**src/hdl/xcbs_pkg.sv**
```systemverilog
package xcbs_pkg;

  // Parameter defaults and limits
  localparam int DEF_BLOCK_BYTES  = 1024;
  localparam int DEF_LENGTH_WIDTH = 24;
  localparam int MAX_LEN_W        = 32;
  localparam int SMALL_BLOCK      = 128;

  // Request codes
  localparam logic [2:0] REQ_START = 3'd0;
  localparam logic [2:0] REQ_DATA  = 3'd1;
  localparam logic [2:0] REQ_RX    = 3'd2;
  localparam logic [2:0] REQ_TICK  = 3'd3;
  localparam logic [2:0] REQ_SLOT  = 3'd4;

  // Result kinds
  localparam logic [1:0] KIND_TX   = 2'd0;
  localparam logic [1:0] KIND_PROG = 2'd1;
  localparam logic [1:0] KIND_DONE = 2'd2;

  // Finish status codes
  localparam logic [2:0] ST_OK        = 3'd0;
  localparam logic [2:0] ST_BAD_LEN   = 3'd1;
  localparam logic [2:0] ST_START_TO  = 3'd2;
  localparam logic [2:0] ST_CSUM_MODE = 3'd3;
  localparam logic [2:0] ST_CANCELLED = 3'd4;
  localparam logic [2:0] ST_BLK_FAIL  = 3'd5;
  localparam logic [2:0] ST_EOT_NOANS = 3'd6;

  // Configuration register indexes
  localparam logic [1:0] CFG_LARGE     = 2'd0;
  localparam logic [1:0] CFG_REPLY_TO  = 2'd1;
  localparam logic [1:0] CFG_START_TO  = 2'd2;
  localparam logic [1:0] CFG_MAX_TRIES = 2'd3;

  // Configuration reset values
  localparam logic        RST_LARGE     = 1'b1;
  localparam logic [15:0] RST_REPLY_TO  = 16'd15000;
  localparam logic [15:0] RST_START_TO  = 16'd10000;
  localparam logic [3:0]  RST_MAX_TRIES = 4'd3;

  // Line characters
  localparam logic [7:0] CH_SOH = 8'h01;
  localparam logic [7:0] CH_STX = 8'h02;
  localparam logic [7:0] CH_EOT = 8'h04;
  localparam logic [7:0] CH_ACK = 8'h06;
  localparam logic [7:0] CH_NAK = 8'h15;
  localparam logic [7:0] CH_CAN = 8'h18;
  localparam logic [7:0] CH_PAD = 8'h1A;
  localparam logic [7:0] CH_C   = 8'h43;

  localparam logic [15:0] CRC_POLY = 16'h1021;

  // Where the byte of a transmit result comes from
  typedef enum logic [2:0] {
    SRC_FIXED  = 3'd0,  // constant byte, no CRC
    SRC_PAD    = 3'd1,  // constant payload byte, goes into CRC
    SRC_STORE  = 3'd2,  // payload byte from block store, goes into CRC
    SRC_CRC_HI = 3'd3,
    SRC_CRC_LO = 3'd4
  } src_t;

  // Token from the control stage to the output stage
  typedef struct packed {
    logic                 emit;
    logic                 crc_clr;
    src_t                 src;
    logic [1:0]           kind;
    logic [7:0]           tx;
    logic [MAX_LEN_W-1:0] prog;
    logic [2:0]           status;
  } tok_t;

  // One byte of CRC-16/XMODEM
  function automatic logic [15:0] crc16_byte(input logic [15:0] c, input logic [7:0] b);
    logic [15:0] r;
    r = c ^ {b, 8'h00};
    for (int k = 0; k < 8; k++) begin
      r = r[15] ? ((r << 1) ^ CRC_POLY) : (r << 1);
    end
    return r;
  endfunction

endpackage

```
**src/hdl/xcbs_emit.sv**
```systemverilog
module xcbs_emit #(
  parameter int LENGTH_WIDTH = xcbs_pkg::DEF_LENGTH_WIDTH
) (
  input  logic                    clk,
  input  logic                    rst_n,
  input  xcbs_pkg::tok_t          tok,
  input  logic                    tok_valid,
  output logic                    tok_adv,
  input  logic [7:0]              mem_rdata,
  output logic                    out_valid,
  input  logic                    out_stall,
  output logic [1:0]              out_kind,
  output logic [7:0]              out_tx_byte,
  output logic [LENGTH_WIDTH-1:0] out_progress_bytes,
  output logic [2:0]              out_status
);

  import xcbs_pkg::*;

  logic [15:0]             crc_r, crc_nxt;
  logic                    out_v_r, out_v_nxt;
  logic [1:0]              kind_r;
  logic [7:0]              tx_r;
  logic [LENGTH_WIDTH-1:0] prog_r;
  logic [2:0]              status_r;
  logic [7:0]              pay_byte;
  logic [7:0]              line_byte;
  logic                    take;

  // Token moves on whenever the output register is free or draining
  assign tok_adv = !(out_v_r && out_stall);
  assign take    = tok_valid && tok_adv;

  assign pay_byte = (tok.src == SRC_STORE) ? mem_rdata : tok.tx;

  // Line byte selection
  always_comb begin
    case (tok.src)
      SRC_CRC_HI: line_byte = crc_r[15:8];
      SRC_CRC_LO: line_byte = crc_r[7:0];
      default:    line_byte = pay_byte;
    endcase
  end

  // CRC runs over payload bytes in send order
  always_comb begin
    crc_nxt = crc_r;
    if (take) begin
      if (tok.crc_clr) begin
        crc_nxt = '0;
      end else if (tok.src == SRC_STORE || tok.src == SRC_PAD) begin
        crc_nxt = crc16_byte(crc_r, pay_byte);
      end
    end
  end

  always_comb begin
    out_v_nxt = out_v_r;
    if (take && tok.emit) begin
      out_v_nxt = 1'b1;
    end else if (out_v_r && !out_stall) begin
      out_v_nxt = 1'b0;
    end
  end

  always_ff @(posedge clk) begin
    if (!rst_n) begin
      crc_r   <= '0;
      out_v_r <= 1'b0;
    end else begin
      crc_r   <= crc_nxt;
      out_v_r <= out_v_nxt;
    end
  end

  // Output register payload
  always_ff @(posedge clk) begin
    if (take && tok.emit) begin
      kind_r   <= tok.kind;
      tx_r     <= (tok.kind == KIND_TX) ? line_byte : 8'h00;
      prog_r   <= tok.prog[LENGTH_WIDTH-1:0];
      status_r <= tok.status;
    end
  end

  assign out_valid          = out_v_r;
  assign out_kind           = kind_r;
  assign out_tx_byte        = tx_r;
  assign out_progress_bytes = prog_r;
  assign out_status         = status_r;

endmodule

```
**config.mk**
```make
export PLATFORM = sky130hd
export DESIGN_NAME = xcbs_emit
export DESIGN_NICKNAME = d
export VERILOG_FILES = /design/src/hdl/xcbs_pkg.sv /design/src/hdl/xcbs_emit.sv
export SDC_FILE = /design/constraint.sdc
export NUM_CORES = 1
export LEC_CHECK = 0
export BUFFER_PORTS_ARGS = -buffer_cell sky130_fd_sc_hd__buf_2
export CORE_MARGIN = 2
export CORE_UTILIZATION = 48
export CTS_CLUSTER_DIAMETER = 100
export DETAILED_ROUTE_END_ITERATION = 12
export HOLD_SLACK_MARGIN = 0.15
export PLACE_DENSITY = 0.78
export SETUP_SLACK_MARGIN = 0.5
export SYNTH_ARGS = -nofsm -noshare
export SYNTH_HDL_FRONTEND = slang
export SYNTH_SLANG_ARGS = --single-unit
```
**constraint.sdc**
```tcl
create_clock -name clk -period 2.55 [get_ports clk]
set_clock_uncertainty 0.2 [all_clocks]
set_input_delay 0.255 -clock clk [delete_from_list [all_inputs] [get_ports clk]]
set_output_delay 0.255 -clock clk [all_outputs]
set_load 0.1 [all_outputs]
```
-- Word-level counts from Yosys, hierarchy flattened
Index checks and enable logic that the tools add are counted.
- eq/ne operators: 4
- muxes and demuxes: 14
- bitwise operators: 9
- reductions and logical operators: 11
- operator list (operator ; count):
    13-bit 2-to-1 mux ; 8
    16-bit 2-to-1 mux ; 2
    3-bit inverter ; 8
    8-bit case mux with 2 select lines ; 1
    16-bit XOR ; 1
    8-bit 2-to-1 mux ; 1
    3-bit by 2-bit == test with 1-bit output (second input constant) ; 2
    1-bit logical AND ; 4
    2-bit nonzero test ; 2
    3-bit by 1-bit == test with 1-bit output (second input constant) ; 1
    3-bit == test (second input constant) ; 1
    1-bit zero test ; 2
    2-bit zero test ; 1
    1-bit 2-to-1 mux ; 2
    2-bit AND reduction ; 1
    1-bit logical OR ; 1
- register bits: 54
- bits of input ports: 62
- output and inout port bits: 39
- logic and storage cells: 44

-- Depth between registers and ports, before layout
- word-level depth: 21
- gate-level depth with buffers: 8
- depth with buffers taken out: 6

-- Least setup slack after synthesis
OpenSTA, ideal clock, no wires.
- path type: register -> register
- start: register out_v_r, in the netlist out_valid
- end: register crc_r[6]
- library setup time: 122 ps
- arrival time: 3099 ps
- required time: 2228 ps
- slack: -871 ps
- stages on the path, launching flop included: 7
- buffers on the path: 1
- clock period less this slack: 3421 ps
- path through: dfxtp_1 nand2_1 and2_1 o21ai_1 clkbuf_1 nor4b_1 a311o_1
- word-level cells in the longest chain between the ends: 4
- ends and longest elaborated chain (what ; RTL line ; RTL):
    start: declaration ; xcbs_emit.sv:21 ; logic out_v_r, out_v_nxt;
    start signal: assignment ; xcbs_emit.sv:72 ; out_v_r <= out_v_nxt;
    1-bit logical AND ; xcbs_emit.sv:31 ; assign tok_adv = !(out_v_r && out_stall);
    1-bit zero test ; xcbs_emit.sv:31 ;
    net tok_adv ; xcbs_emit.sv:8 ; output logic tok_adv,
    1-bit logical AND ; xcbs_emit.sv:32 ; assign take = tok_valid && tok_adv;
    2-bit AND reduction (no line) ; n/a ;
    end signal: assignment ; xcbs_emit.sv:71 ; crc_r <= crc_nxt;
    end: declaration ; xcbs_emit.sv:20 ; logic [15:0] crc_r, crc_nxt;
The timed path passes the listed nets, and every way through them passes these cells.
A chain may end at the register's enable or synchronous reset.

-- Worst setup path in the final report
- start: input tok[39] (netlist name)
- end: register crc_r[5]
- word-level cells in the longest chain between the ends: 6
- ends and longest elaborated chain (what ; RTL line ; RTL):
    start: declaration ; xcbs_emit.sv:6 ; input xcbs_pkg::tok_t tok,
    8-bit 2-to-1 mux ; xcbs_emit.sv:34 ; assign pay_byte = (tok.src == SRC_STORE) ? mem_rdata : tok.tx;
    16-bit XOR ; xcbs_pkg.sv:77 ; r = c ^ {b, 8'h00};
    13-bit 2-to-1 mux (2 in a row) ; xcbs_pkg.sv:79 ; r = r[15] ? ((r << 1) ^ CRC_POLY) : (r << 1);
    16-bit 2-to-1 mux ; xcbs_emit.sv:51 ; end else if (tok.src == SRC_STORE || tok.src == SRC_PAD) begin
    16-bit 2-to-1 mux ; xcbs_emit.sv:49 ; if (tok.crc_clr) begin
Every way passes these cells. The select of a mux whose other input is x is not followed.

==> reports/qor_table.md <==
| Step | Item | Reported |
|---|---|---|
| status | Outcome | finished clean |
| min path | Endpoint, Worst Hold | crc_r[12] |
| floorplan | Die height | 75.9 um |
| critical path | Critical Path Source Type | primary input |
| layout | Final-stage net count | 403 |
| sta | Transition time at the pin with the least slew margin | 757 ps |
| route | Via count of the routed design | 2,277 |
| sta | Number of hold violations in the final report | 0 |
| yosys | Portion of the post-synthesis area used by sequential elements | 58.4% |
| grt | Number of antenna violations at the first check in global routing | 0 |
| min path | Min-Delay Path Class | primary input to flop |
| sta | Final Setup Violations | 0 |
| critical path | Top fanout value on the critical path | 4 |
| cts | CTS tree | yes |
| yosys | Post-synthesis instance total | 206 |
| yosys | Most common cell in the synthesized netlist | edfxtp_1 |
| layout | Layout filler cell count | 321 |
| floorplan | Num ports | 101 |
| yosys | Number of register bits inferred by synthesis | 54 |
| cts | CTS max path bufs | 2 |
| min path | Worst min-delay path startpoint | tok_valid |
| cts | Worst-Skew Late Latency | 310 ps |
| floorplan | Die area | 5770 um2 |
| layout | Antenna cells | 0 |
| yosys | Yosys warning total | 0 |
| yosys | Post-synth top area cell | edfxtp_1 |
| yosys | Share of synthesized flip-flops with an asynchronous set or reset | 0% |
| route | Remaining routing DRC violations | 0 |
| route | Post-Route WL | 7400 um |
| yosys | Yosys top cell area share | 44.7% |
| place | Placer congestion estimate | 0.794 |
| flow run | Number of maximum-capacitance constraint violations | 0 |
| sta | Tightest slew margin relative to the limit | 49.4% |
| place | Sum of net half-perimeters after detailed placement | 4080 um |
| grt | First-pass GRT wire length | 11,200 um |
| critical path | Critical path type | primary input to flop |
| critical path | Critical R2R Capture | out_valid |
| cts | Clock buffers created by TritonCTS | 5 |
| floorplan | Horizontal die dimension | 75.9 um |
| critical path | Flop2flop setup slack | 610 ps |
| layout | Area growth syn-to-layout | 47.8% |
| floorplan | Std-Cell Core Area | 5040 um2 |
| layout | Fraction of layout cells with a size suffix above 1 | 37.4% |
| yosys | Dominant cells by area after synthesis | edfxtp_1 (45%), dfxtp_1 (14%), a21oi_1 (5.0%), nor2b_1 (4.5%), mux2i_1 (3.2%) |
| critical path | Arrival time at the worst endpoint | 1990 ps |
| sta | Final min period | 1990 ps |
| power | Leakage power summed over all cells | 1.42 nW |
| layout | Combined area of the multi-input logic cells | 1060 um2 |
| critical path | Data required, critical path | 2550 ps |
| cts | Clock root buffer master | clkbuf_8 |
| critical path | Launch point of the critical path | tok[39] |
| grt | Vias in the first global route | 2,221 |
| yosys | Post-synth cell types | 30 |
| grt | Total GRT Usage | 24.3% |
| yosys | Mean instance size in the synthesized netlist | 12.1 um2 |
| grt | Maximum number of pins on one net before global-route repair | 38 |
| place | PortBufs | 92 |
| layout | Sequential standard cell area | 1460 um2 |
| route | Routed via count divided by cell count | 5.53 |
| cts | # clock sinks | 54 |
| sta | Setup repair after global routing missed its margin | true |
| place | Total instance count after detailed placement | 364 |
| yosys | Number of nets in the synthesized netlist | 268 |
| min path | Hold Crit Depth | 4 |
| critical path | Cells on worst reg2reg path | 4 |
| route | Number of iterations in the first detailed-routing pass | 4 |
| yosys | Dominant synthesized flop cell | edfxtp_1 |
| critical path | Reg2reg start | out_valid |
| sta | Part of the cycle the worst path needs | 78.2% |
| power | Final Power | 2.20 mW |
| sta | Fmax | 0.502 GHz |
| cts | Htree depth | 2 |
| cts | Number of buffers added for setup after CTS | 0 |
| critical path | Endpoint type of the worst setup path | flop |
| layout | Count of non-filler cells in the finished layout | 412 |
| route | Antenna-violating nets left | 0 |
| yosys | Leading post-synthesis cells by instance count | edfxtp_1 (37), a21oi_1 (25), nor2b_1 (18), dfxtp_1 (17) |
| floorplan | Floorplan row count | 26 |
| sta | Total count of max-transition violations in the final report | 0 |
| power | Worst vdd ir | 0.000274 V |
| route | Routed length per instance | 18.0 um |
| yosys | Number of enable-type register cells in the synthesized netlist | 37 |
| sta | Total Neg Setup Slack | 0 ps |
| grt | GRT overflow | 0 |
| cts | CTS clock-pin slew for the worst setup and hold paths | 90 ps |
| yosys | Mapped Area | 2480 um2 |
| power | Power density of the placed cells | 600 nW/um2 |
| route | Detailed Route Iter0 Violations | 209 |
| floorplan | Starting density of the core | 49.3% |
## cell families after synthesis
group | synth area share [%]
AO/OA/AOI/OAI | 13.4
XOR/XNOR | 7.61
buffers and inverters | 2.87
flip-flops | 58.4
multiplexers | 3.22
AND/OR/NAND/NOR | 14.5
## critical path, cell delays in order
cell           delay [ps]
dlygate4sd3_1         530
buf_2                 140
mux2i_2               200
xnor2_2               200
xnor2_2               160
nor4b_1               170
a311o_1               320
## worst max path at each step
stage,to,cells past startpoint
floorplan,out_kind[0],4
global placement,crc_r[7],8
detailed placement,crc_r[7],8
CTS,crc_r[7],8
global route,crc_r[15],8
finish,crc_r[5],7
## layout make-up
type / instances / share of cell area [%]
flip-flops and latches: 54 / 39.7
well taps: 70 / 2.39
multi-input cells: 137 / 28.8
clock inverters: 2 / 1.02
repair buffers: 142 / 25.9
clock buffers: 6 / 1.98
inverters: 1 / 0.205
## layer usage
| layer | routed length [um] | global-route usage [%] | vias to the layer above | part of all wire [%] |
|---|---|---|---|---|
| met3 | 548 | 6.07 | 29 | 7.4 |
| met2 | 3650 | 43.4 | 122 | 49 |
| met5 | 0 | 0 | - | 0 |
| li1 | - | - | 1047 | - |
| met4 | 219 | 7.82 | 0 | 3.0 |
| met1 | 2980 | 28.9 | 1079 | 40 |
## cells in the final DEF, fill, tap and decap left out, drive strengths merged, types with 2 or more instances in the layout
master / Yosys / final
xor2: 8 / 8
dfxtp: 17 / 17
xnor2: 11 / 11
nor4b: 9 / 9
nor3b: 2 / 2
nand3b: 4 / 4
dlygate4sd3: 0 / 40
o311ai: 4 / 4
a22oi: 7 / 7
a221oi: 8 / 8
nor2b: 18 / 18
mux2i: 8 / 8
nand2: 7 / 7
a311o: 3 / 3
clkbuf: 11 / 6
nor2: 11 / 11
a21oi: 25 / 25
nand3: 5 / 5
edfxtp: 37 / 37
clkinvlp: 0 / 2
buf: 3 / 102
## sequential cells by signal, indices dropped and copies added, names as in the netlist
name	count
out_progress_bytes	24
out_status	3
out_tx_byte	8
out_kind	2
crc_r	16
out_valid	1
## power by group
group	internal, mW	total, mW	switching, mW
sequential	0.983	1.01	0.0262
combinational	0.208	0.601	0.392
clock	0.294	0.590	0.296
total	1.49	2.20	0.715
## stage by stage
step	util [%]	worst slack, ps	hold WS (ps)	area (um2)
after global placement	61.7	211	232	3110
final	72.8	556	164	3670
after floorplan	-	464	154	2540
after global routing	72.8	459	173	3670
after detailed placement	61.7	205	233	3110
after CTS	71.8	519	163	3620
## repair_timing
action / in CTS / in global routing
resized for setup: 0 / 10
hold endpoints to repair: 39 / 0
hold buffers: 40 / 0
setup endpoints to repair: 0 / 14
(Power assumes the default switching activity.)
