<file path="src/hdl/xcbs_pkg.sv">
package xcbs_pkg;

  // Parameter defaults and limits
  localparam int DEF_BLOCK_BYTES  = 1024;
  localparam int DEF_LENGTH_WIDTH = 24;
  localparam int MAX_LEN_W        = 32;
  localparam int SMALL_BLOCK      = 128;

  // Request codes
  localparam logic [2:0] REQ_START = 3'd0;
  localparam logic [2:0] REQ_DATA  = 3'd1;
  localparam logic [2:0] REQ_RX    = 3'd2;
  localparam logic [2:0] REQ_TICK  = 3'd3;
  localparam logic [2:0] REQ_SLOT  = 3'd4;

  // Result kinds
  localparam logic [1:0] KIND_TX   = 2'd0;
  localparam logic [1:0] KIND_PROG = 2'd1;
  localparam logic [1:0] KIND_DONE = 2'd2;

  // Finish status codes
  localparam logic [2:0] ST_OK        = 3'd0;
  localparam logic [2:0] ST_BAD_LEN   = 3'd1;
  localparam logic [2:0] ST_START_TO  = 3'd2;
  localparam logic [2:0] ST_CSUM_MODE = 3'd3;
  localparam logic [2:0] ST_CANCELLED = 3'd4;
  localparam logic [2:0] ST_BLK_FAIL  = 3'd5;
  localparam logic [2:0] ST_EOT_NOANS = 3'd6;

  // Configuration register indexes
  localparam logic [1:0] CFG_LARGE     = 2'd0;
  localparam logic [1:0] CFG_REPLY_TO  = 2'd1;
  localparam logic [1:0] CFG_START_TO  = 2'd2;
  localparam logic [1:0] CFG_MAX_TRIES = 2'd3;

  // Configuration reset values
  localparam logic        RST_LARGE     = 1'b1;
  localparam logic [15:0] RST_REPLY_TO  = 16'd15000;
  localparam logic [15:0] RST_START_TO  = 16'd10000;
  localparam logic [3:0]  RST_MAX_TRIES = 4'd3;

  // Line characters
  localparam logic [7:0] CH_SOH = 8'h01;
  localparam logic [7:0] CH_STX = 8'h02;
  localparam logic [7:0] CH_EOT = 8'h04;
  localparam logic [7:0] CH_ACK = 8'h06;
  localparam logic [7:0] CH_NAK = 8'h15;
  localparam logic [7:0] CH_CAN = 8'h18;
  localparam logic [7:0] CH_PAD = 8'h1A;
  localparam logic [7:0] CH_C   = 8'h43;

  localparam logic [15:0] CRC_POLY = 16'h1021;

  // Where the byte of a transmit result comes from
  typedef enum logic [2:0] {
    SRC_FIXED  = 3'd0,  // constant byte, no CRC
    SRC_PAD    = 3'd1,  // constant payload byte, goes into CRC
    SRC_STORE  = 3'd2,  // payload byte from block store, goes into CRC
    SRC_CRC_HI = 3'd3,
    SRC_CRC_LO = 3'd4
  } src_t;

  // Token from the control stage to the output stage
  typedef struct packed {
    logic                 emit;
    logic                 crc_clr;
    src_t                 src;
    logic [1:0]           kind;
    logic [7:0]           tx;
    logic [MAX_LEN_W-1:0] prog;
    logic [2:0]           status;
  } tok_t;

  // One byte of CRC-16/XMODEM
  function automatic logic [15:0] crc16_byte(input logic [15:0] c, input logic [7:0] b);
    logic [15:0] r;
    r = c ^ {b, 8'h00};
    for (int k = 0; k < 8; k++) begin
      r = r[15] ? ((r << 1) ^ CRC_POLY) : (r << 1);
    end
    return r;
  endfunction

endpackage

</file>
<file path="src/hdl/xcbs_ctrl.sv">
module xcbs_ctrl #(
  parameter int BLOCK_BYTES  = xcbs_pkg::DEF_BLOCK_BYTES,
  parameter int LENGTH_WIDTH = xcbs_pkg::DEF_LENGTH_WIDTH
) (
  input  logic                           clk,
  input  logic                           rst_n,
  // item channel
  input  logic                           in_valid,
  output logic                           in_stall,
  input  logic [2:0]                     in_req_type,
  input  logic [LENGTH_WIDTH-1:0]        in_total_length,
  input  logic [7:0]                     in_data_byte,
  input  logic [7:0]                     in_rx_byte,
  // configuration
  input  logic                           cfg_valid,
  output logic                           cfg_ready,
  input  logic [1:0]                     cfg_index,
  input  logic [15:0]                    cfg_data,
  // block store
  output logic                           mem_we,
  output logic [$clog2(BLOCK_BYTES)-1:0] mem_waddr,
  output logic [7:0]                     mem_wdata,
  output logic                           mem_re,
  output logic [$clog2(BLOCK_BYTES)-1:0] mem_raddr,
  // token to output stage
  output xcbs_pkg::tok_t                 tok,
  output logic                           tok_valid,
  input  logic                           tok_adv
);

  import xcbs_pkg::*;

  localparam int AW  = $clog2(BLOCK_BYTES);
  localparam int FCW = $clog2(BLOCK_BYTES + 1);
  localparam int SPW = $clog2(BLOCK_BYTES + 5);
  localparam int CW  = ((LENGTH_WIDTH > FCW) ? LENGTH_WIDTH : FCW) + 1;

  typedef enum logic [6:0] {
    PH_IDLE       = 7'b0000001,
    PH_WAIT_START = 7'b0000010,
    PH_FILL       = 7'b0000100,
    PH_SEND       = 7'b0001000,
    PH_WAIT_REPLY = 7'b0010000,
    PH_SEND_EOT   = 7'b0100000,
    PH_WAIT_EOT   = 7'b1000000
  } phase_t;

  // configuration registers
  logic        large_r;
  logic [15:0] reply_to_r;
  logic [15:0] start_to_r;
  logic [3:0]  max_tries_r;

  // transfer state
  phase_t                  phase_r, phase_nxt;
  logic [FCW-1:0]          fill_r, fill_nxt;
  logic [SPW-1:0]          spos_r, spos_nxt;
  logic [7:0]              bnum_r, bnum_nxt;
  logic [LENGTH_WIDTH-1:0] left_r, left_nxt;
  logic [LENGTH_WIDTH-1:0] done_r, done_nxt;
  logic [3:0]              tries_r, tries_nxt;
  logic [15:0]             timer_r, timer_nxt;
  tok_t                    tok_r, tok_nxt;
  logic                    tok_v_r, tok_v_nxt;

  logic                    in_acc;
  logic [FCW-1:0]          bsize;
  logic [FCW-1:0]          fill_inc;
  logic [SPW-1:0]          crc_pos;
  logic [SPW-1:0]          pay_idx;
  logic [3:0]              try_lim;
  logic                    give_up;
  logic [CW-1:0]           left_ext;
  logic [CW-1:0]           fill_ext;

  // Hold items while the token stage cannot drain
  assign in_stall  = tok_v_r && !tok_adv;
  assign in_acc    = in_valid && !in_stall;
  assign cfg_ready = 1'b1;

  assign bsize    = large_r ? FCW'(BLOCK_BYTES) : FCW'(SMALL_BLOCK);
  assign fill_inc = fill_r + FCW'(1);
  assign crc_pos  = SPW'(bsize) + SPW'(3);
  assign pay_idx  = spos_r - SPW'(3);
  assign try_lim  = (max_tries_r == 4'd0) ? 4'd1 : max_tries_r;
  assign give_up  = (tries_r >= try_lim);
  assign left_ext = CW'(left_r);
  assign fill_ext = CW'(fill_r);

  // Item decode and state update
  always_comb begin
    phase_nxt = phase_r;
    fill_nxt  = fill_r;
    spos_nxt  = spos_r;
    bnum_nxt  = bnum_r;
    left_nxt  = left_r;
    done_nxt  = done_r;
    tries_nxt = tries_r;
    timer_nxt = timer_r;
    tok_nxt   = '0;
    mem_we    = 1'b0;
    mem_waddr = fill_r[AW-1:0];
    mem_wdata = in_data_byte;
    mem_re    = 1'b0;
    mem_raddr = pay_idx[AW-1:0];

    if (in_acc) begin
      case (in_req_type)
        REQ_START: begin
          done_nxt = '0;
          if (in_total_length == '0) begin
            phase_nxt      = PH_IDLE;
            tok_nxt.emit   = 1'b1;
            tok_nxt.kind   = KIND_DONE;
            tok_nxt.status = ST_BAD_LEN;
          end else begin
            left_nxt        = in_total_length;
            bnum_nxt        = 8'd1;
            fill_nxt        = '0;
            spos_nxt        = '0;
            tries_nxt       = '0;
            tok_nxt.crc_clr = 1'b1;
            timer_nxt       = start_to_r;
            phase_nxt       = PH_WAIT_START;
          end
        end

        REQ_DATA: begin
          if (phase_r == PH_FILL) begin
            if (fill_r < bsize) begin
              mem_we   = 1'b1;
              fill_nxt = fill_inc;
            end
            if (fill_nxt >= bsize || CW'(fill_nxt) >= left_ext) begin
              tries_nxt       = 4'd1;
              spos_nxt        = '0;
              tok_nxt.crc_clr = 1'b1;
              phase_nxt       = PH_SEND;
            end
          end
        end

        REQ_RX: begin
          if (phase_r == PH_WAIT_START) begin
            if (in_rx_byte == CH_C) begin
              phase_nxt = PH_FILL;
              fill_nxt  = '0;
            end else if (in_rx_byte == CH_NAK || in_rx_byte == CH_CAN) begin
              phase_nxt      = PH_IDLE;
              tok_nxt.emit   = 1'b1;
              tok_nxt.kind   = KIND_DONE;
              tok_nxt.prog   = MAX_LEN_W'(done_r);
              tok_nxt.status = (in_rx_byte == CH_NAK) ? ST_CSUM_MODE : ST_CANCELLED;
            end
          end else if (phase_r == PH_WAIT_REPLY) begin
            if (in_rx_byte == CH_ACK) begin
              done_nxt     = LENGTH_WIDTH'(CW'(done_r) + fill_ext);
              left_nxt     = (left_ext >= fill_ext) ? LENGTH_WIDTH'(left_ext - fill_ext) : '0;
              bnum_nxt     = bnum_r + 8'd1;
              fill_nxt     = '0;
              phase_nxt    = (left_nxt != '0) ? PH_FILL : PH_SEND_EOT;
              tok_nxt.emit = 1'b1;
              tok_nxt.kind = KIND_PROG;
              tok_nxt.prog = MAX_LEN_W'(done_nxt);
            end else if (in_rx_byte == CH_CAN || (in_rx_byte == CH_NAK && give_up)) begin
              phase_nxt      = PH_IDLE;
              tok_nxt.emit   = 1'b1;
              tok_nxt.kind   = KIND_DONE;
              tok_nxt.prog   = MAX_LEN_W'(done_r);
              tok_nxt.status = (in_rx_byte == CH_CAN) ? ST_CANCELLED : ST_BLK_FAIL;
            end else if (in_rx_byte == CH_NAK) begin
              tries_nxt       = tries_r + 4'd1;
              spos_nxt        = '0;
              tok_nxt.crc_clr = 1'b1;
              phase_nxt       = PH_SEND;
            end
          end else if (phase_r == PH_WAIT_EOT && in_rx_byte == CH_ACK) begin
            phase_nxt      = PH_IDLE;
            tok_nxt.emit   = 1'b1;
            tok_nxt.kind   = KIND_DONE;
            tok_nxt.prog   = MAX_LEN_W'(done_r);
            tok_nxt.status = ST_OK;
          end
        end

        REQ_TICK: begin
          if (phase_r == PH_WAIT_START || phase_r == PH_WAIT_REPLY ||
              phase_r == PH_WAIT_EOT) begin
            if (timer_r > 16'd1) begin
              timer_nxt = timer_r - 16'd1;
            end else begin
              timer_nxt = '0;
              if (phase_r == PH_WAIT_REPLY && !give_up) begin
                // reply timeout: send the block again
                tries_nxt       = tries_r + 4'd1;
                spos_nxt        = '0;
                tok_nxt.crc_clr = 1'b1;
                phase_nxt       = PH_SEND;
              end else begin
                phase_nxt    = PH_IDLE;
                tok_nxt.emit = 1'b1;
                tok_nxt.kind = KIND_DONE;
                tok_nxt.prog = MAX_LEN_W'(done_r);
                if (phase_r == PH_WAIT_START) begin
                  tok_nxt.status = ST_START_TO;
                end else if (phase_r == PH_WAIT_EOT) begin
                  tok_nxt.status = ST_EOT_NOANS;
                end else begin
                  tok_nxt.status = ST_BLK_FAIL;
                end
              end
            end
          end
        end

        REQ_SLOT: begin
          if (phase_r == PH_SEND) begin
            tok_nxt.emit = 1'b1;
            tok_nxt.kind = KIND_TX;
            spos_nxt     = spos_r + SPW'(1);
            if (spos_r == SPW'(0)) begin
              tok_nxt.tx = large_r ? CH_STX : CH_SOH;
            end else if (spos_r == SPW'(1)) begin
              tok_nxt.tx = bnum_r;
            end else if (spos_r == SPW'(2)) begin
              tok_nxt.tx = ~bnum_r;
            end else if (spos_r < crc_pos) begin
              // payload byte: stored, or pad past the fill
              if (pay_idx < SPW'(fill_r)) begin
                tok_nxt.src = SRC_STORE;
                mem_re      = 1'b1;
              end else begin
                tok_nxt.src = SRC_PAD;
                tok_nxt.tx  = CH_PAD;
              end
            end else if (spos_r == crc_pos) begin
              tok_nxt.src = SRC_CRC_HI;
            end else begin
              tok_nxt.src = SRC_CRC_LO;
              phase_nxt   = PH_WAIT_REPLY;
              timer_nxt   = reply_to_r;
            end
          end else if (phase_r == PH_SEND_EOT) begin
            phase_nxt    = PH_WAIT_EOT;
            timer_nxt    = reply_to_r;
            tok_nxt.emit = 1'b1;
            tok_nxt.kind = KIND_TX;
            tok_nxt.tx   = CH_EOT;
          end
        end

        default: begin
        end
      endcase
    end
  end

  // Token stage occupancy
  always_comb begin
    tok_v_nxt = tok_v_r;
    if (in_acc) begin
      tok_v_nxt = 1'b1;
    end else if (tok_adv) begin
      tok_v_nxt = 1'b0;
    end
  end

  // Configuration writes
  always_ff @(posedge clk) begin
    if (!rst_n) begin
      large_r     <= RST_LARGE;
      reply_to_r  <= RST_REPLY_TO;
      start_to_r  <= RST_START_TO;
      max_tries_r <= RST_MAX_TRIES;
    end else if (cfg_valid && cfg_ready) begin
      unique case (cfg_index)
        CFG_LARGE:     large_r     <= cfg_data[0];
        CFG_REPLY_TO:  reply_to_r  <= cfg_data;
        CFG_START_TO:  start_to_r  <= cfg_data;
        CFG_MAX_TRIES: max_tries_r <= cfg_data[3:0];
        default: begin
        end
      endcase
    end
  end

  // Transfer state registers
  always_ff @(posedge clk) begin
    if (!rst_n) begin
      phase_r <= PH_IDLE;
      fill_r  <= '0;
      spos_r  <= '0;
      bnum_r  <= 8'd1;
      left_r  <= '0;
      done_r  <= '0;
      tries_r <= '0;
      timer_r <= '0;
      tok_v_r <= 1'b0;
    end else begin
      phase_r <= phase_nxt;
      fill_r  <= fill_nxt;
      spos_r  <= spos_nxt;
      bnum_r  <= bnum_nxt;
      left_r  <= left_nxt;
      done_r  <= done_nxt;
      tries_r <= tries_nxt;
      timer_r <= timer_nxt;
      tok_v_r <= tok_v_nxt;
    end
  end

  // Token payload
  always_ff @(posedge clk) begin
    if (in_acc) begin
      tok_r <= tok_nxt;
    end
  end

  assign tok       = tok_r;
  assign tok_valid = tok_v_r;

endmodule

</file>
<file path="config.mk">
export PLATFORM = sky130hd
export DESIGN_NAME = xcbs_ctrl
export DESIGN_NICKNAME = d
export VERILOG_FILES = /design/src/hdl/xcbs_pkg.sv /design/src/hdl/xcbs_ctrl.sv
export SDC_FILE = /design/constraint.sdc
export NUM_CORES = 1
export LEC_CHECK = 0
export ABC_CLOCK_PERIOD_IN_PS = 4030
export BUFFER_PORTS_ARGS = -buffer_cell sky130_fd_sc_hd__buf_2
export CAP_MARGIN = 0
export CORE_ASPECT_RATIO = 1.4
export CORE_UTILIZATION = 25
export CTS_BUF_LIST = sky130_fd_sc_hd__clkbuf_2 sky130_fd_sc_hd__clkbuf_4 sky130_fd_sc_hd__clkbuf_8
export DETAILED_ROUTE_END_ITERATION = 10
export SYNTH_ARGS = -nofsm -noshare
export SYNTH_HDL_FRONTEND = slang
export SYNTH_SLANG_ARGS = --single-unit
export TNS_END_PERCENT = 30
</file>
<file path="constraint.sdc">
create_clock -name clk -period 4.03 [get_ports clk]
set_clock_uncertainty 0.05 [all_clocks]
set_input_delay 0.806 -clock clk [delete_from_list [all_inputs] [get_ports clk]]
set_output_delay 0.806 -clock clk [all_outputs]
set_load 0.1 [all_outputs]
</file>
# Yosys cells after proc, flatten, opt, wreduce, memory -nomap -nowiden
# Index checks and enable logic that the tools add are counted.
# totals
mem_count	0
wordCells	287
ramBits	0
out_inout_bits	83
latch_bits	0
rom_bits	0
register_bits	193
# op_classes
n_eq_ne	45
div	0
mul	0
shift	0
addsub	9
reduce_logical	37
order_cmp	8
bitwise_logic	3
muxes	165
# op_table
cell	count
$mux W11	22
$mux W24	9
$mux W27	7
$mux W16	10
$mux W7	19
$pmux W24 S2	2
$mux W35	2
$mux W8	8
$pmux W32 S2	1
$pmux W11 S5	1
$mux W4	13
$pmux W16 S3	1
$mux W1	36
$pmux W7 S5	1
$mux W2	17
$lt A11 B11 Y1	3
$pmux W11 S3	1
$ne A3 B3 Y1 const B	9
$ne A2 B2 Y1 const B	13
$add A24 B11 Y24	1
$ge A11 B24 Y1	1
$ge A24 B11 Y1	1
$logic_not A24 Y1	1
$reduce_bool A24 Y1	1
59 further kinds	87

# Logic depth before layout (Yosys ltp)
# depth
ltp_word	11
mapped_depth	17

# Worst setup path before layout
# No wires, ideal clock.
# synth_timing
kind	register -> output
startpoint	register spos_r[2]
endpoint	output port mem_re
arrival_time_ns	6.374
slack_ns	-3.200
stages_incl_launch_ff	14
cell_sequence	dfxtp_1 clkbuf_1 or4_1 or3_1 nor2_1 xor2_1 ha_1 o21a_1 o21ai_0 nand2b_1 a21oi_1 a21oi_1 or2_2 nor3_1
# synth_between
elab_chain_len	10
# synth_lines
element	line_no	rtl
start: declaration	xcbs_ctrl.sv:57	logic [SPW-1:0] spos_r, spos_nxt;
start signal: assignment	xcbs_ctrl.sv:302	spos_r <= spos_nxt;
$sub A11 B2 Y11	xcbs_ctrl.sv:84	assign pay_idx = spos_r - SPW'(3);
named net mem_raddr[8]	xcbs_ctrl.sv:24	output logic [$clog2(BLOCK_BYTES)-1:0] mem_raddr,
$lt A11 B11 Y1	xcbs_ctrl.sv:229	if (pay_idx < SPW'(fill_r)) begin
$mux W1	xcbs_ctrl.sv:229	
$mux W1	xcbs_ctrl.sv:227	end else if (spos_r < crc_pos) begin
$mux W1	xcbs_ctrl.sv:225	end else if (spos_r == SPW'(2)) begin
$mux W1	xcbs_ctrl.sv:223	end else if (spos_r == SPW'(1)) begin
$mux W1	xcbs_ctrl.sv:221	if (spos_r == SPW'(0)) begin
$mux W1	xcbs_ctrl.sv:217	if (phase_r == PH_SEND) begin
$mux W1	xcbs_ctrl.sv:108	case (in_req_type)
$mux W1	xcbs_ctrl.sv:107	if (in_acc) begin
end: declaration	xcbs_ctrl.sv:23	output logic mem_re,
# The timed path passes the listed nets, and every way through them passes these cells.

# Final worst setup path
# layout_timing
startpoint	register spos_r[4]
endpoint	output port mem_re
# layout_between
elab_chain_len	10
# layout_lines
element	line_no
$sub A11 B2 Y11	xcbs_ctrl.sv:84
$lt A11 B11 Y1	xcbs_ctrl.sv:229
$mux W1	xcbs_ctrl.sv:229
$mux W1	xcbs_ctrl.sv:227
$mux W1	xcbs_ctrl.sv:225
$mux W1	xcbs_ctrl.sv:223
$mux W1 (*)	xcbs_ctrl.sv:221
$mux W1 (*)	xcbs_ctrl.sv:217
$mux W1 (*)	xcbs_ctrl.sv:108
$mux W1 (*)	xcbs_ctrl.sv:107
# Every way passes the cells marked *; elsewhere a longest branch is shown, timed or not.

==> metrics.txt <==
# TYPE chip_impl_metric gauge
chip_impl_info{name="result_of_the_run",value="finished, violations left"} 1
chip_impl_info{name="violations_in_the_final_reports",value="negative setup slack"} 1
chip_impl_metric{name="initial_utilization",unit="%"} 25.5
chip_impl_metric{name="synthesis.yosys.warnings",unit=""} 0
chip_impl_metric{name="syn_area_per_cell",unit="um^2"} 7.95
chip_impl_metric{name="synthDistinctLibCells",unit=""} 86
chip_impl_info{name="grt_setup_unrepaired",value="true"} 1
chip_impl_metric{name="detail_route.first_pass.iterations",unit=""} 6
chip_impl_metric{name="drv_cap",unit=""} 0
chip_impl_metric{name="static-leakage-power",unit="nW"} 5.41
chip_impl_metric{name="grt_start_max_net_pins",unit=""} 60
chip_impl_info{name="ys.flop_type",value="sky130_fd_sc_hd__dfxtp_1"} 1
chip_impl_metric{name="grt_use_met3",unit="%"} 3.14
chip_impl_metric{name="fp.dieH",unit="um"} 262
chip_impl_metric{name="num-nets-final",unit=""} 1774
chip_impl_metric{name="yosys_register_bits",unit=""} 185
chip_impl_info{name="cpMostUsedCell",value="sky130_fd_sc_hd__or4_4"} 1
chip_impl_metric{name="clock_power_share",unit="%"} 30.6
chip_impl_metric{name="die_x",unit="um"} 188
chip_impl_metric{name="route.vias.total",unit=""} 11839
chip_impl_metric{name="gr-usage-met1",unit="%"} 17.5
chip_impl_metric{name="timing.critical_path.slowest_cell_delay",unit="ns"} 0.53
chip_impl_metric{name="power.switching",unit="mW"} 1.55
chip_impl_metric{name="maxSlewViolCount",unit=""} 0
chip_impl_metric{name="ff2ff_path_depth",unit=""} 15
chip_impl_info{name="clk_root_buffer_cell",value="sky130_fd_sc_hd__clkbuf_8"} 1
chip_impl_metric{name="avgRoutedWirePerCell",unit="um"} 17.1
chip_impl_metric{name="clk_pin_slew_worst_paths",unit="ns"} 0.11
chip_impl_metric{name="finalCriticalPeriod",unit="ns"} 4.48
chip_impl_metric{name="asyncSetResetFlopFracSynth",unit="%"} 0
chip_impl_info{name="cpMaxStageDelayCell",value="sky130_fd_sc_hd__or4_4"} 1
chip_impl_metric{name="grt_pass1_vias",unit=""} 11335
chip_impl_metric{name="detail_route.drc_violations",unit=""} 0
chip_impl_metric{name="hold-path-cell-count",unit=""} 2
chip_impl_metric{name="max_rail_drop_vdd",unit="uV"} 151
chip_impl_metric{name="grt_first_pass_wirelength",unit="um"} 61300
chip_impl_metric{name="synth_area",unit="um^2"} 12100
chip_impl_metric{name="floorplan.io_pins",unit=""} 149
chip_impl_metric{name="final_area",unit="um^2"} 14300
chip_impl_metric{name="cts_num_sinks",unit=""} 185
chip_impl_metric{name="finalWorstSetupSlack",unit="ns"} -0.446
chip_impl_metric{name="crit_fanout",unit=""} 4
chip_impl_info{name="worstSetupEndpointType",value="output pin"} 1
chip_impl_metric{name="cts_buffers",unit=""} 17
chip_impl_metric{name="normalized_max_slew_margin",unit="%"} 21.1
chip_impl_metric{name="timing.critical_path.depth",unit=""} 11
chip_impl_metric{name="placed_cell_area",unit="um^2"} 13800
chip_impl_metric{name="worstPathBufferInverterCount",unit=""} 1
chip_impl_metric{name="netSwitchingFraction",unit="%"} 36.1
chip_impl_metric{name="core-area",unit="um^2"} 47300
chip_impl_metric{name="setup-violations-final",unit=""} 1
chip_impl_metric{name="h_tree_depth",unit=""} 4
chip_impl_info{name="timing.hold.worst.class",value="reg -> reg"} 1
chip_impl_metric{name="cts_buffer_depth",unit=""} 2
chip_impl_metric{name="grt_antenna_before_repair",unit=""} 9
chip_impl_info{name="gr-max-usage-layer",value="met2"} 1
chip_impl_metric{name="drt_iter0_markers",unit=""} 827
chip_impl_info{name="critPathKind",value="reg -> out"} 1
chip_impl_metric{name="drive_above_1_share",unit="%"} 18.5
chip_impl_metric{name="globalRouteTotalUtil",unit="%"} 15.7
chip_impl_metric{name="postRouteWirelength",unit="um"} 39200
chip_impl_metric{name="power.density_cell_area",unit="nW/um^2"} 301
chip_impl_metric{name="post_drt_via_cell_ratio",unit=""} 5.18
chip_impl_metric{name="antenna_left",unit=""} 0
chip_impl_info{name="crit_path_cell_chain",value="or4_4 > or3_4 > nor2_4 > xor2_4 > ha_4 > or4_4 > a21oi_4 > a21oi_2 > or2_4 > nor3_4 > buf_12"} 1
chip_impl_metric{name="cts_hold_repair.buffers",unit=""} 0
chip_impl_metric{name="power.combinational.fraction",unit="%"} 23.0
chip_impl_metric{name="die_outline_area",unit="um^2"} 49100
chip_impl_metric{name="critPathRequiredTime",unit="ns"} 3.17
chip_impl_metric{name="worstSkewPairLatency",unit="ns"} 0.53
chip_impl_metric{name="area_growth_syn_to_layout",unit="%"} 18.4
chip_impl_metric{name="ys_seq_area_share",unit="%"} 34.2
chip_impl_metric{name="routability_driven_placement_congestion_ratio",unit=""} 0.920
chip_impl_metric{name="hold_viol",unit=""} 0
chip_impl_metric{name="fin_crit_sh",unit="%"} 111
chip_impl_metric{name="r2r_slack",unit="ns"} 0.14
chip_impl_metric{name="worst-slew-pin-transition",unit="ns"} 1.18
chip_impl_metric{name="timing.fmax",unit="GHz"} 0.223
chip_impl_metric{name="placement_rows",unit=""} 94
chip_impl_info{name="cts_tree",value="done"} 1
chip_impl_metric{name="dp_slack",unit="ns"} -0.0174
chip_impl_metric{name="synth-edff-count",unit=""} 42
chip_impl_metric{name="fin_total_pwr",unit="mW"} 4.29
chip_impl_metric{name="grt.overflow.total",unit=""} 0
chip_impl_metric{name="seq_power_share",unit="%"} 46.3
chip_impl_metric{name="post-dp-hpwl",unit="um"} 30200
chip_impl_metric{name="post_synth_inst_count",unit=""} 1516
chip_impl_metric{name="crit_arrival",unit="ns"} 3.62
chip_impl_metric{name="met2_usage",unit="%"} 28.8
chip_impl_info{name="largest_delay_contributor_family_on_the_critical_path",value="simple AND/OR/NAND/NOR gates"} 1
chip_impl_info{name="crit_path_start_kind",value="flip-flop"} 1
chip_impl_metric{name="intPower",unit="mW"} 2.74
chip_impl_metric{name="placement.io_buffers",unit=""} 123
[placed cells by master (no fill, tap or decap), types with 35 or more instances in the layout]
cell type / instances
sky130_fd_sc_hd__dfxtp_1: 140
sky130_fd_sc_hd__nand3_1: 51
sky130_fd_sc_hd__o21ai_0: 103
sky130_fd_sc_hd__nand2_1: 181
sky130_fd_sc_hd__inv_1: 58
sky130_fd_sc_hd__edfxtp_1: 42
sky130_fd_sc_hd__a21oi_1: 115
sky130_fd_sc_hd__buf_4: 80
sky130_fd_sc_hd__xnor2_1: 35
sky130_fd_sc_hd__nor2_1: 156
sky130_fd_sc_hd__ha_1: 58
sky130_fd_sc_hd__buf_2: 122
[cell usage after synthesis (5+ instances only)]
cell type | n | area, um^2
sky130_fd_sc_hd__a21boi_0 | 5 | 37.5
sky130_fd_sc_hd__and2_1 | 16 | 100
sky130_fd_sc_hd__o31ai_1 | 17 | 128
sky130_fd_sc_hd__inv_1 | 58 | 218
sky130_fd_sc_hd__nand2b_1 | 24 | 150
sky130_fd_sc_hd__a22oi_1 | 18 | 135
sky130_fd_sc_hd__or4_1 | 11 | 82.6
sky130_fd_sc_hd__or3_1 | 19 | 119
sky130_fd_sc_hd__nand3_1 | 51 | 255
sky130_fd_sc_hd__mux2i_1 | 11 | 110
sky130_fd_sc_hd__o22ai_1 | 13 | 81.3
sky130_fd_sc_hd__nand4_1 | 22 | 138
sky130_fd_sc_hd__nor2b_1 | 9 | 56.3
sky130_fd_sc_hd__or2_2 | 16 | 100
sky130_fd_sc_hd__ha_1 | 61 | 763
sky130_fd_sc_hd__a221oi_1 | 5 | 43.8
sky130_fd_sc_hd__a211oi_1 | 8 | 60.1
sky130_fd_sc_hd__a22o_1 | 6 | 52.6
sky130_fd_sc_hd__clkbuf_1 | 71 | 267
sky130_fd_sc_hd__nor3_1 | 37 | 185
sky130_fd_sc_hd__nor4_1 | 27 | 169
sky130_fd_sc_hd__nor2_1 | 157 | 589
sky130_fd_sc_hd__dfxtp_1 | 143 | 2860
sky130_fd_sc_hd__a311oi_1 | 5 | 43.8
sky130_fd_sc_hd__and3_1 | 9 | 56.3
sky130_fd_sc_hd__a2111oi_0 | 5 | 43.8
sky130_fd_sc_hd__nand2_1 | 181 | 679
sky130_fd_sc_hd__a222oi_1 | 5 | 50.1
sky130_fd_sc_hd__o21a_1 | 9 | 67.6
sky130_fd_sc_hd__a31oi_1 | 20 | 125
sky130_fd_sc_hd__o21bai_1 | 5 | 37.5
sky130_fd_sc_hd__nand3b_1 | 10 | 75.1
sky130_fd_sc_hd__buf_4 | 28 | 210
sky130_fd_sc_hd__o21ai_0 | 105 | 526
sky130_fd_sc_hd__xor2_1 | 11 | 96.3
sky130_fd_sc_hd__a21oi_1 | 119 | 596
sky130_fd_sc_hd__a21o_1 | 15 | 113
sky130_fd_sc_hd__o31a_1 | 5 | 43.8
sky130_fd_sc_hd__edfxtp_1 | 42 | 1260
sky130_fd_sc_hd__xnor2_1 | 40 | 350
sky130_fd_sc_hd__o211ai_1 | 9 | 67.6
[logic make-up after synthesis]
| logic type | after synthesis | share of synthesized area [%] |
|---|---|---|
| xor gates and xnor gates | 51 | 3.70 |
| AOI/OAI and AO/OA | 427 | 23.1 |
| other | 2 | 0.0623 |
| and+or+nand+nor | 614 | 25.2 |
| buffers and inverters | 163 | 6.19 |
| DFF | 185 | 34.2 |
| muxes | 11 | 0.913 |
| adders and majority gates | 63 | 6.66 |
[layout make-up]
| class | instances | area, um^2 |
|---|---|---|
| well taps | 624 | 781 |
| multi-input cells | 1176 | 7440 |
| repair buffers | 206 | 1280 |
| inverters | 59 | 221 |
| diodes | 5 | 12.5 |
| fillers | 5112 | 33000 |
| flip-flops and latches | 185 | 4130 |
| clock inverters | 15 | 175 |
| clock buffers | 17 | 234 |
[power groups by stage]
stage          logic [mW]  clock network (mW)  registers, mW
3_3_place_gp        0.963                   0           2.03
6_report            0.989                1.32           1.99
2_1_floorplan       0.590                   0           2.16
4_1_cts             0.976                1.36           1.99
5_1_grt              1.07                1.42           2.00
3_5_place_dp        0.971                   0           2.03
[layer usage]
metal / vias to the layer above / routed length [um]
met5: - / 58
met1: 5661 / 15300
li1: 5747 / -
met3: 83 / 2110
met4: 10 / 1400
met2: 338 / 20300
[path summary, 6_finish.rpt]
kind                                   start                          to
setup / recovery      spos_r[4]$_SDFFE_PN0P_                      mem_re
hold / removal    start_to_r[3]$_SDFFE_PN0P_  start_to_r[3]$_SDFFE_PN0P_
hold reg to reg   start_to_r[3]$_SDFFE_PN0P_  start_to_r[3]$_SDFFE_PN0P_
setup reg to reg      fill_r[9]$_SDFFE_PN0P_     spos_r[10]$_SDFFE_PN0P_
[stage by stage]
step                hold slack [ns]  cells  util, %  setup TNS [ns]
CTS                           0.415   2279     30.0          -0.505
detailed placement            0.400   2247     29.1         -0.0174
global route                  0.435   2285     30.2          -0.572
floorplan                     0.386   1523        -          -0.717
global placement              0.394   2247     29.1         -0.0119
finish                        0.416   2287     30.2          -0.446
[flip-flops by register name, summed over array words and instances, names as in the netlist]
register,count
large_r,1
bnum_r,8
left_r,24
timer_r,16
tries_r,4
phase_r,7
spos_r,11
reply_to_r,16
max_tries_r,4
start_to_r,16
fill_r,11
done_r,24
tok,42
tok_valid,1
[worst reg2reg max path, cell delays in order (launching register included)]
cell and delay [ns]:
sky130_fd_sc_hd__dfxtp_1 0.36, sky130_fd_sc_hd__o41a_4 0.54, sky130_fd_sc_hd__nor4_4 0.30, sky130_fd_sc_hd__a31o_2 0.22
sky130_fd_sc_hd__and2_1 0.14, sky130_fd_sc_hd__inv_1 0.05, sky130_fd_sc_hd__ha_1 0.28, sky130_fd_sc_hd__a21o_1 0.17
sky130_fd_sc_hd__a211o_1 0.30, sky130_fd_sc_hd__o21ai_0 0.15, sky130_fd_sc_hd__nor3_1 0.09, sky130_fd_sc_hd__a211oi_4 0.40
sky130_fd_sc_hd__buf_4 0.20, sky130_fd_sc_hd__a21oi_4 0.10, sky130_fd_sc_hd__nand2b_4 0.21, sky130_fd_sc_hd__o21ba_1 0.26
[repair_timing]
| item | in CTS | in global routing |
|---|---|---|
| gates cloned | 0 | 1 |
| setup endpoints to repair | 1 | 23 |
| resized for setup | 3 | 13 |
| setup buffers | 0 | 2 |
| pin swaps | 0 | 5 |
(Power assumes the default switching activity.)
